### src/sv/scfp_pkg.sv
`default_nettype none
// ----------------------------------------------------------------------------
// scfp_pkg - shared types and constants for the servo command frame parser
// Character codes, parse phases, status codes, register indexes and helpers.
// ----------------------------------------------------------------------------
package scfp_pkg;

  localparam int NUM_PWM    = 6;
  localparam int PWM_W      = 12;
  localparam int DUR_W      = 14;
  localparam int ID_W       = 10;
  localparam int CNT_W      = 3;
  localparam int CFG_IDX_W  = 3;
  localparam int SERVO_COUNT_DEF = 6;

  localparam logic [DUR_W-1:0] PWM_MIN   = DUR_W'(500);
  localparam logic [DUR_W-1:0] PWM_MAX   = DUR_W'(2500);
  localparam logic [DUR_W-1:0] DUR_FLOOR = DUR_W'(20);

  localparam logic [CNT_W-1:0] ID_DIGITS    = CNT_W'(3);
  localparam logic [CNT_W-1:0] FIELD_DIGITS = CNT_W'(4);

  localparam logic [7:0] CH_HASH   = 8'h23;  // '#'
  localparam logic [7:0] CH_P      = 8'h50;  // 'P'
  localparam logic [7:0] CH_T      = 8'h54;  // 'T'
  localparam logic [7:0] CH_BANG   = 8'h21;  // '!'
  localparam logic [7:0] CH_LBRACE = 8'h7B;  // '{'
  localparam logic [7:0] CH_RBRACE = 8'h7D;  // '}'
  localparam logic [7:0] CH_ZERO   = 8'h30;  // '0'
  localparam logic [7:0] CH_NINE   = 8'h39;  // '9'

  // register indexes on the config port
  localparam logic [CFG_IDX_W-1:0] CFG_FWD_ONLY_TASK = CFG_IDX_W'(0);
  localparam logic [CFG_IDX_W-1:0] CFG_DEFAULT_PWM0  = CFG_IDX_W'(1);

  typedef enum logic [6:0] {
    PH_SCAN = 7'b0000001,
    PH_ID   = 7'b0000010,
    PH_P    = 7'b0000100,
    PH_PWM  = 7'b0001000,
    PH_T    = 7'b0010000,
    PH_DUR  = 7'b0100000,
    PH_END  = 7'b1000000
  } phase_t;

  typedef enum logic [1:0] {
    ST_FORWARDED = 2'd0,
    ST_INVALID   = 2'd1,
    ST_IGNORED   = 2'd2
  } status_t;

  typedef struct packed {
    logic [NUM_PWM-1:0][PWM_W-1:0] pwm;
    logic [DUR_W-1:0]              dur;
    status_t                       status;
  } result_t;

  function automatic logic [PWM_W-1:0] clamp_pwm(input logic [DUR_W-1:0] v);
    logic [DUR_W-1:0] c;
    begin
      if (v < PWM_MIN) begin
        c = PWM_MIN;
      end else if (v > PWM_MAX) begin
        c = PWM_MAX;
      end else begin
        c = v;
      end
      return c[PWM_W-1:0];
    end
  endfunction

  function automatic logic [PWM_W-1:0] reset_pwm(input int k);
    logic [PWM_W-1:0] v;
    begin
      case (k)
        1:       v = PWM_W'(1350);
        2:       v = PWM_W'(2300);
        default: v = PWM_W'(1500);
      endcase
      return v;
    end
  endfunction

  function automatic logic is_digit(input logic [7:0] b);
    return (b >= CH_ZERO) && (b <= CH_NINE);
  endfunction

endpackage

`default_nettype wire

### src/sv/servo_command_frame_parser_top.sv
`default_nettype none
// ----------------------------------------------------------------------------
// servo_command_frame_parser_top - servo command frame parser
// Parses '{ #iiiPppppTdddd! ... }' frames byte by byte, holds six servo PWMs.
// ----------------------------------------------------------------------------
// Usage:
//   in_*  : one ASCII byte per transaction plus the task mode flag, which is
//           only looked at on the closing '}'.
//   out_* : one status transaction per '}' that closes a frame: all six held
//           PWMs, the move duration (0 unless forwarded) and the status.
//   cfg_* : register writes (index 0 gating flag, 1..6 default PWMs); a PWM
//           write is clamped and also loads the held value. Always ready.
// Throughput is one byte per cycle while in_ready is high: each byte is one
// update of the parse registers. The result of a closing '}' is registered in
// an output register backed by one skid entry, so bytes keep flowing while a
// result waits; in_ready drops only once the skid entry is occupied, i.e.
// when a second result is pending behind a stalled receiver.
// Reset (synchronous, rst_n low) leaves the parser outside a frame, clears
// both result stages and loads the reset default PWMs and gating flag.
// ----------------------------------------------------------------------------
module servo_command_frame_parser_top #(
  parameter int SERVO_COUNT = scfp_pkg::SERVO_COUNT_DEF
) (
  input  wire logic                             clk,
  input  wire logic                             rst_n,
  input  wire logic                             in_valid,
  output logic                                  in_ready,
  input  wire logic [7:0]                       in_data_byte,
  input  wire logic                             in_task_active,
  output logic                                  out_valid,
  input  wire logic                             out_ready,
  output logic [scfp_pkg::PWM_W-1:0]            out_pwm_0,
  output logic [scfp_pkg::PWM_W-1:0]            out_pwm_1,
  output logic [scfp_pkg::PWM_W-1:0]            out_pwm_2,
  output logic [scfp_pkg::PWM_W-1:0]            out_pwm_3,
  output logic [scfp_pkg::PWM_W-1:0]            out_pwm_4,
  output logic [scfp_pkg::PWM_W-1:0]            out_pwm_5,
  output logic [scfp_pkg::DUR_W-1:0]            out_move_duration,
  output logic [1:0]                            out_frame_status,
  input  wire logic                             cfg_valid,
  output logic                                  cfg_ready,
  input  wire logic [scfp_pkg::CFG_IDX_W-1:0]   cfg_index,
  input  wire logic [scfp_pkg::PWM_W-1:0]       cfg_data
);

  localparam int PW = scfp_pkg::PWM_W;
  localparam int DW = scfp_pkg::DUR_W;
  localparam int IW = scfp_pkg::ID_W;
  localparam int CW = scfp_pkg::CNT_W;

  // parse state
  logic                      in_frame_r, in_frame_nxt;
  scfp_pkg::phase_t          phase_r, phase_nxt;
  logic [CW-1:0]             digit_cnt_r, digit_cnt_nxt;
  logic [IW-1:0]             servo_num_r, servo_num_nxt;
  logic [DW-1:0]             field_r, field_nxt;
  logic [PW-1:0]             staged_pwm_r [SERVO_COUNT];
  logic [PW-1:0]             staged_pwm_nxt [SERVO_COUNT];
  logic [SERVO_COUNT-1:0]    staged_mask_r, staged_mask_nxt;
  logic [DW-1:0]             longest_r, longest_nxt;
  logic                      any_servo_r, any_servo_nxt;
  logic                      frame_bad_r, frame_bad_nxt;
  logic [PW-1:0]             held_pwm_r [scfp_pkg::NUM_PWM];
  logic [PW-1:0]             held_pwm_nxt [scfp_pkg::NUM_PWM];
  logic                      fwd_only_r, fwd_only_nxt;

  // result stages
  logic                      out_valid_r, skid_valid_r;
  scfp_pkg::result_t         out_r, skid_r;
  scfp_pkg::result_t         res;
  logic                      res_push;

  logic                      in_fire, cfg_fire, pop;
  logic [3:0]                digit;
  logic                      servo_ok;
  logic [CW-1:0]             cnt_inc;
  logic [IW+3:0]             id_acc;
  logic [DW+3:0]             field_acc;

  assign in_ready  = !skid_valid_r;
  assign cfg_ready = 1'b1;
  assign in_fire   = in_valid && in_ready;
  assign cfg_fire  = cfg_valid && cfg_ready;
  assign pop       = out_valid_r && out_ready;

  assign digit     = 4'(in_data_byte - scfp_pkg::CH_ZERO);
  assign servo_ok  = servo_num_r < IW'(SERVO_COUNT);
  assign cnt_inc   = digit_cnt_r + CW'(1);
  assign id_acc    = (IW+4)'(servo_num_r) * (IW+4)'(10) + (IW+4)'(digit);
  assign field_acc = (DW+4)'(field_r) * (DW+4)'(10) + (DW+4)'(digit);

  always_comb begin
    logic clear;
    clear           = 1'b0;
    in_frame_nxt    = in_frame_r;
    phase_nxt       = phase_r;
    digit_cnt_nxt   = digit_cnt_r;
    servo_num_nxt   = servo_num_r;
    field_nxt       = field_r;
    staged_pwm_nxt  = staged_pwm_r;
    staged_mask_nxt = staged_mask_r;
    longest_nxt     = longest_r;
    any_servo_nxt   = any_servo_r;
    frame_bad_nxt   = frame_bad_r;
    held_pwm_nxt    = held_pwm_r;
    fwd_only_nxt    = fwd_only_r;
    res_push        = 1'b0;
    res.dur         = '0;
    res.status      = scfp_pkg::ST_FORWARDED;

    if (in_fire) begin
      if (in_data_byte == scfp_pkg::CH_LBRACE) begin
        in_frame_nxt = 1'b1;
        clear        = 1'b1;
      end else if (in_frame_r && in_data_byte == scfp_pkg::CH_RBRACE) begin
        in_frame_nxt = 1'b0;
        clear        = 1'b1;
        res_push     = 1'b1;
        if (frame_bad_r || phase_r != scfp_pkg::PH_SCAN || !any_servo_r) begin
          res.status = scfp_pkg::ST_INVALID;
        end else if (fwd_only_r && !in_task_active) begin
          res.status = scfp_pkg::ST_IGNORED;
        end else begin
          for (int k = 0; k < SERVO_COUNT; k++) begin
            if (staged_mask_r[k]) begin
              held_pwm_nxt[k] = staged_pwm_r[k];
            end
          end
          res.dur = (longest_r < scfp_pkg::DUR_FLOOR) ? scfp_pkg::DUR_FLOOR : longest_r;
        end
      end else if (in_frame_r && !frame_bad_r) begin
        case (phase_r)
          scfp_pkg::PH_SCAN: begin
            if (in_data_byte == scfp_pkg::CH_HASH) begin
              phase_nxt     = scfp_pkg::PH_ID;
              digit_cnt_nxt = '0;
              servo_num_nxt = '0;
            end
          end
          scfp_pkg::PH_ID: begin
            if (!scfp_pkg::is_digit(in_data_byte)) begin
              frame_bad_nxt = 1'b1;
            end else begin
              servo_num_nxt = id_acc[IW-1:0];
              digit_cnt_nxt = cnt_inc;
              if (cnt_inc >= scfp_pkg::ID_DIGITS) begin
                phase_nxt     = scfp_pkg::PH_P;
                digit_cnt_nxt = '0;
              end
            end
          end
          scfp_pkg::PH_P: begin
            if (in_data_byte == scfp_pkg::CH_P) begin
              phase_nxt     = scfp_pkg::PH_PWM;
              digit_cnt_nxt = '0;
              field_nxt     = '0;
            end else begin
              frame_bad_nxt = 1'b1;
            end
          end
          scfp_pkg::PH_PWM, scfp_pkg::PH_DUR: begin
            if (!scfp_pkg::is_digit(in_data_byte)) begin
              frame_bad_nxt = 1'b1;
            end else begin
              field_nxt     = field_acc[DW-1:0];
              digit_cnt_nxt = cnt_inc;
              if (cnt_inc >= scfp_pkg::FIELD_DIGITS) begin
                phase_nxt     = (phase_r == scfp_pkg::PH_PWM) ? scfp_pkg::PH_T
                                                              : scfp_pkg::PH_END;
                digit_cnt_nxt = '0;
              end
            end
          end
          scfp_pkg::PH_T: begin
            if (in_data_byte == scfp_pkg::CH_T) begin
              for (int k = 0; k < SERVO_COUNT; k++) begin
                if (servo_num_r == IW'(k)) begin
                  staged_pwm_nxt[k]  = scfp_pkg::clamp_pwm(field_r);
                  staged_mask_nxt[k] = 1'b1;
                end
              end
              phase_nxt     = scfp_pkg::PH_DUR;
              digit_cnt_nxt = '0;
              field_nxt     = '0;
            end else begin
              frame_bad_nxt = 1'b1;
            end
          end
          scfp_pkg::PH_END: begin
            if (in_data_byte == scfp_pkg::CH_BANG) begin
              if (servo_ok) begin
                if (field_r > longest_r) begin
                  longest_nxt = field_r;
                end
                any_servo_nxt = 1'b1;
              end
              phase_nxt = scfp_pkg::PH_SCAN;
            end else begin
              frame_bad_nxt = 1'b1;
            end
          end
          default: frame_bad_nxt = 1'b1;
        endcase
      end
    end

    if (clear) begin
      phase_nxt       = scfp_pkg::PH_SCAN;
      digit_cnt_nxt   = '0;
      servo_num_nxt   = '0;
      field_nxt       = '0;
      staged_mask_nxt = '0;  // staged PWMs are only read under the mask
      longest_nxt     = '0;
      any_servo_nxt   = 1'b0;
      frame_bad_nxt   = 1'b0;
    end

    // result carries the held values after this frame's merge
    for (int k = 0; k < scfp_pkg::NUM_PWM; k++) begin
      res.pwm[k] = held_pwm_nxt[k];
    end

    // the user must issue config writes only while idle; the block does not enforce it
    if (cfg_fire) begin
      if (cfg_index == scfp_pkg::CFG_FWD_ONLY_TASK) begin
        fwd_only_nxt = cfg_data[0];
      end
      for (int k = 0; k < scfp_pkg::NUM_PWM; k++) begin
        if (cfg_index == scfp_pkg::CFG_DEFAULT_PWM0 + scfp_pkg::CFG_IDX_W'(k)) begin
          held_pwm_nxt[k] = scfp_pkg::clamp_pwm(DW'(cfg_data));
        end
      end
    end
  end

  always_ff @(posedge clk) begin
    if (!rst_n) begin
      in_frame_r    <= 1'b0;
      phase_r       <= scfp_pkg::PH_SCAN;
      digit_cnt_r   <= '0;
      servo_num_r   <= '0;
      field_r       <= '0;
      staged_mask_r <= '0;
      longest_r     <= '0;
      any_servo_r   <= 1'b0;
      frame_bad_r   <= 1'b0;
      fwd_only_r    <= 1'b1;
      for (int k = 0; k < scfp_pkg::NUM_PWM; k++) begin
        held_pwm_r[k] <= scfp_pkg::reset_pwm(k);
      end
    end else begin
      in_frame_r    <= in_frame_nxt;
      phase_r       <= phase_nxt;
      digit_cnt_r   <= digit_cnt_nxt;
      servo_num_r   <= servo_num_nxt;
      field_r       <= field_nxt;
      staged_mask_r <= staged_mask_nxt;
      longest_r     <= longest_nxt;
      any_servo_r   <= any_servo_nxt;
      frame_bad_r   <= frame_bad_nxt;
      fwd_only_r    <= fwd_only_nxt;
      held_pwm_r    <= held_pwm_nxt;
    end
  end

  always_ff @(posedge clk) begin
    staged_pwm_r <= staged_pwm_nxt;
  end

  // output register plus one skid entry
  always_ff @(posedge clk) begin
    if (!rst_n) begin
      out_valid_r  <= 1'b0;
      skid_valid_r <= 1'b0;
    end else if (skid_valid_r) begin
      if (pop) begin
        out_r        <= skid_r;
        skid_valid_r <= 1'b0;
      end
    end else if (res_push) begin
      if (!out_valid_r || pop) begin
        out_r       <= res;
        out_valid_r <= 1'b1;
      end else begin
        skid_r       <= res;
        skid_valid_r <= 1'b1;
      end
    end else if (pop) begin
      out_valid_r <= 1'b0;
    end
  end

  assign out_valid         = out_valid_r;
  assign out_pwm_0         = out_r.pwm[0];
  assign out_pwm_1         = out_r.pwm[1];
  assign out_pwm_2         = out_r.pwm[2];
  assign out_pwm_3         = out_r.pwm[3];
  assign out_pwm_4         = out_r.pwm[4];
  assign out_pwm_5         = out_r.pwm[5];
  assign out_move_duration = out_r.dur;
  assign out_frame_status  = out_r.status;

  // ---------------------------------------------------------------------
  a_skid_needs_out: assert property (@(posedge clk) disable iff (!rst_n)
    skid_valid_r |-> out_valid_r)
    else $error("skid entry held while output register empty");

  a_fwd_dur_floor: assert property (@(posedge clk) disable iff (!rst_n)
    (out_valid_r && out_r.status == scfp_pkg::ST_FORWARDED) |->
      (out_r.dur >= scfp_pkg::DUR_FLOOR))
    else $error("forwarded frame with duration below floor");

  a_nofwd_dur_zero: assert property (@(posedge clk) disable iff (!rst_n)
    (out_valid_r && out_r.status != scfp_pkg::ST_FORWARDED) |-> (out_r.dur == '0))
    else $error("non-forwarded frame with nonzero duration");

  a_result_only_on_close: assert property (@(posedge clk) disable iff (!rst_n)
    res_push |-> (in_frame_r && in_data_byte == scfp_pkg::CH_RBRACE && !in_frame_nxt))
    else $error("result raised without a closing brace inside a frame");

  a_pwm_range: assert property (@(posedge clk) disable iff (!rst_n)
    out_valid_r |-> (out_r.pwm[0] >= 12'd500 && out_r.pwm[0] <= 12'd2500 &&
                     out_r.pwm[5] >= 12'd500 && out_r.pwm[5] <= 12'd2500))
    else $error("held pwm out of range");

endmodule

`default_nettype wire

### config.mk
export PLATFORM = sky130hd
export DESIGN_NAME = servo_command_frame_parser_top
export DESIGN_NICKNAME = d
export VERILOG_FILES = /design/src/sv/scfp_pkg.sv /design/src/sv/servo_command_frame_parser_top.sv
export SDC_FILE = /design/constraint.sdc
export NUM_CORES = 1
export LEC_CHECK = 0
export BUFFER_PORTS_ARGS = -buffer_cell sky130_fd_sc_hd__buf_4
export CAP_MARGIN = 5
export CORE_ASPECT_RATIO = 1.25
export CORE_MARGIN = 1
export CORE_UTILIZATION = 65
export DETAILED_ROUTE_END_ITERATION = 10
export PLACE_DENSITY = 0.85
export SLEW_MARGIN = 20
export SYNTH_ARGS = -nofsm -noshare
export SYNTH_HDL_FRONTEND = slang
export SYNTH_SLANG_ARGS = --single-unit
### constraint.sdc
create_clock -name clk -period 25.2 [get_ports clk]
set_input_delay 5.04 -clock clk [delete_from_list [all_inputs] [get_ports clk]]
set_output_delay 5.04 -clock clk [all_outputs]
set_load 0.05 [all_outputs]
==> impl_metrics.tcl <==
set metrics [dict create \
    status "finished, final reports clean" \
    path_cells "buf_4, nand2b_1, nor4b_2, nand3_2, a21oi_4, buf_4" \
    crit_required_ps 25340 \
    finalNetCount 1540 \
    synth_largest_area_cell "edfxtp_1" \
    crit_path_start_kind "primary input" \
    async_reset_ff_frac 0 \
    rsz0062_at_grt "no" \
    skew_ps 23.46 \
    cp_num_buf_inv 2 \
    cpMaxStageDelayCell "buf_4" \
    critPathTopFamily "buffers and inverters" \
    syn_avg_cell_area_sq_um 12.50 \
    synth_edf_count 248 \
    max_freq_ghz 0.1296 \
    netlist_top_cells_area "edfxtp_1 44%, dfxtp_1 16%, mux2_2 9.7%" \
    crit_path_end "out_pwm_3[6]" \
    ys_ff_latch 380 \
    grt_use_total 0.3106 \
    worst_ir_drop_vdd_mv 0.04149 \
    cts_hold_buf 0 \
    post_cts_buffers 0 \
    cts_tree "yes" \
    yosys-top-cells-count "248 x edfxtp_1, 145 x mux2_2, 132 x dfxtp_1" \
    dieArea_sq_um 26620 \
    viasPerCell 6.439 \
    hold_viol 0 \
    setup.worst_path.start "in_data_byte[7]" \
    place_congestion 0.9145 \
    relSlewSlack 0.2469 \
    yosysMostFrequentCell "edfxtp_1" \
    cp.arrival_ps 7850 \
    drive_above_1_share 0.2424 \
    drtPass1Iterations 5 \
    finalSetupTns_ps 0 \
    drtIter0Drc 999 \
    antenna_found_initial 2 \
    yosysSeqAreaShare 0.5977 \
    start_util 0.6653 \
    yosysWarnings 0 \
    ys.flop_type "edfxtp_1" \
    num_vias 11700 \
    cp_common_cell "buf_4" \
    areaGrowthSynthToFinish_pct 13.62 \
    worst_slew_pin_slew_ps 1130 \
    core-area_sq_um 25370 \
    synth_cells 1351 \
    clock_latency_ps 520 \
    r2r_slack_ps 21650 \
    wirelength_um 40940 \
    maxSlewViolCount 0 \
    cts_max_path_buffers 3 \
    cts-buffers-inserted 36 \
    cts_max_level 2 \
    cts_root_buffer "clkbuf_16" \
    die_x_um 146.1 \
    drc 0 \
    setup_viol 0 \
    grt_pass1_vias 11520 \
    routedWlPerCell_um 22.53 \
    maxCapViolations 0 \
    io_buffers 118 \
    die_h_um 182.2 \
    r2r_end "out_pwm_3[11]" \
    grt_max_degree 81 \
    leakage_uw 0.007433 \
    r2r-start "phase_r[4]" \
    critPathKind "in2reg" \
    synth.distinct_cells 72 \
    std_cell_rows 65 \
    netlist.area_leader.share 0.4412 \
    detail-route-antenna-nets 0 \
    whs_ps 443.4 \
    crit_fanout 73 \
    synth_nets 1436 \
    cts.clk_slew.worst_paths_ps 60 \
    ios 120 \
    dp_hpwl_um 25820 \
    period_share 0.3062 \
    synth.cell_area_sq_um 16880 \
    cpPeakStageDelay_ps 920 \
    reg2regPathDepth 7 \
    cts_resized 0 \
    hold_path.class "reg2reg" \
    grt_pass1_wl_um 63720 \
    gr-total-overflow 0 \
    worstSetupEndpointType "flop" \
    cts.sinks 380 \
    fin_crit_ps 7715 \
    cp_num_cells 6 \
    powerDensity_nw_per_um2 63.65 \
]
-- worst min-delay path: stages, from the launching register on --
cell and delay (ps):
dfxtp_1 320, nand2_1 60, nor2_1 30
-- registers in the layout, summed over array words and instances (netlist names), 2 cells and up --
| name | count |
|---|---|
| out_pwm_3 | 12 |
| out_frame_status | 2 |
| out_pwm_4 | 12 |
| out_pwm_1 | 12 |
| staged_mask_r | 6 |
| longest_r | 14 |
| servo_num_r | 10 |
| held_pwm_r | 72 |
| out_pwm_5 | 12 |
| phase_r | 7 |
| staged_pwm_r | 72 |
| digit_cnt_r | 3 |
| field_r | 14 |
| out_pwm_0 | 12 |
| out_pwm_2 | 12 |
| out_move_duration | 14 |
| skid_r | 88 |
-- cells by family (layout without fill, tap and decap cells) --
group                      after synthesis  count (layout)  synth area share
xor gates and xnor gates                38              38           0.01972
other                                    1               2         0.0002221
muxes                                  150             150           0.09969
adders and majority gates               56              56           0.04328
DFF                                    380             380            0.5977
buffers and inverters                   98             228           0.02379
AOI/OAI and AO/OA                      199             199           0.08457
and+or+nand+nor                        429             429            0.1310
-- worst min-delay path by stage --
stage / slack, ps / startpoint / end / cells past startpoint
after CTS: 440 / digit_cnt_r[2] / digit_cnt_r[2] / 2
final: 440 / digit_cnt_r[2] / digit_cnt_r[2] / 2
after detailed placement: 440 / digit_cnt_r[2] / digit_cnt_r[2] / 2
after global placement: 430 / any_servo_r / any_servo_r / 2
after floorplan: 420 / digit_cnt_r[2] / digit_cnt_r[2] / 2
after global routing: 480 / any_servo_r / any_servo_r / 2
-- cells in the final DEF (no fill, tap or decap), types with 4 or more instances in the layout --
master / n
fa_1: 4
nor3_1: 37
or3_1: 5
nor2_1: 121
o21a_1: 4
a32oi_1: 14
nor2_2: 4
nand2b_1: 23
clkinv_2: 4
xnor2_1: 23
buf_4: 133
dfxtp_1: 132
ha_1: 52
clkbuf_16: 36
o211a_1: 27
and2_1: 14
nand2_1: 71
xor2_1: 15
or2_2: 6
nand3_1: 35
o21ai_0: 46
a22oi_1: 21
nand4b_1: 4
and3_1: 19
mux2i_1: 5
o211ai_1: 5
a21o_1: 27
mux2_2: 145
edfxtp_1: 248
inv_1: 30
a21oi_1: 26
nand2_2: 6
nor2b_1: 11
clkbuf_1: 14
nor4_1: 19
nand4_1: 19
nor3b_1: 8
-- stage by stage --
stage | utilization | worst slack [ps] | instances | area [sq um] | power, uW
after global placement | 0.7109 | 17040 | 1752 | 18040 | 708.9
after detailed placement | 0.7111 | 16990 | 1752 | 18040 | 710.7
after floorplan | - | 9360 | 1351 | 16880 | 696.0
after global routing | 0.7558 | 17310 | 1816 | 19180 | 1250
after CTS | 0.7550 | 17500 | 1816 | 19160 | 1219
final | 0.7559 | 17480 | 1817 | 19180 | 1221
-- layer usage --
metal | GRT usage | share of wire
met5 | 0 | 0.00022
met4 | 0.1375 | 0.047
met3 | 0.05200 | 0.084
met2 | 0.5309 | 0.49
met1 | 0.3894 | 0.38
-- cell type report --
cell class / count / area [sq um]
flip-flops and latches: 380 / 10090
multi-input cells: 873 / 6439
fillers: 1582 / 6195
repair buffers: 133 / 998.5
clock buffers: 53 / 994.7
well taps: 335 / 419.2
clock inverters: 11 / 120.1
inverters: 31 / 116.4
diodes: 1 / 2.502
-- power by group --
part / switching, uW / total (uW) / internal, uW
sequential: 0.962 / 661 / 660
combinational: 24.2 / 37.3 / 13.2
clock: 226 / 522 / 296
Note: power is estimated with default switching activity, not from simulation.
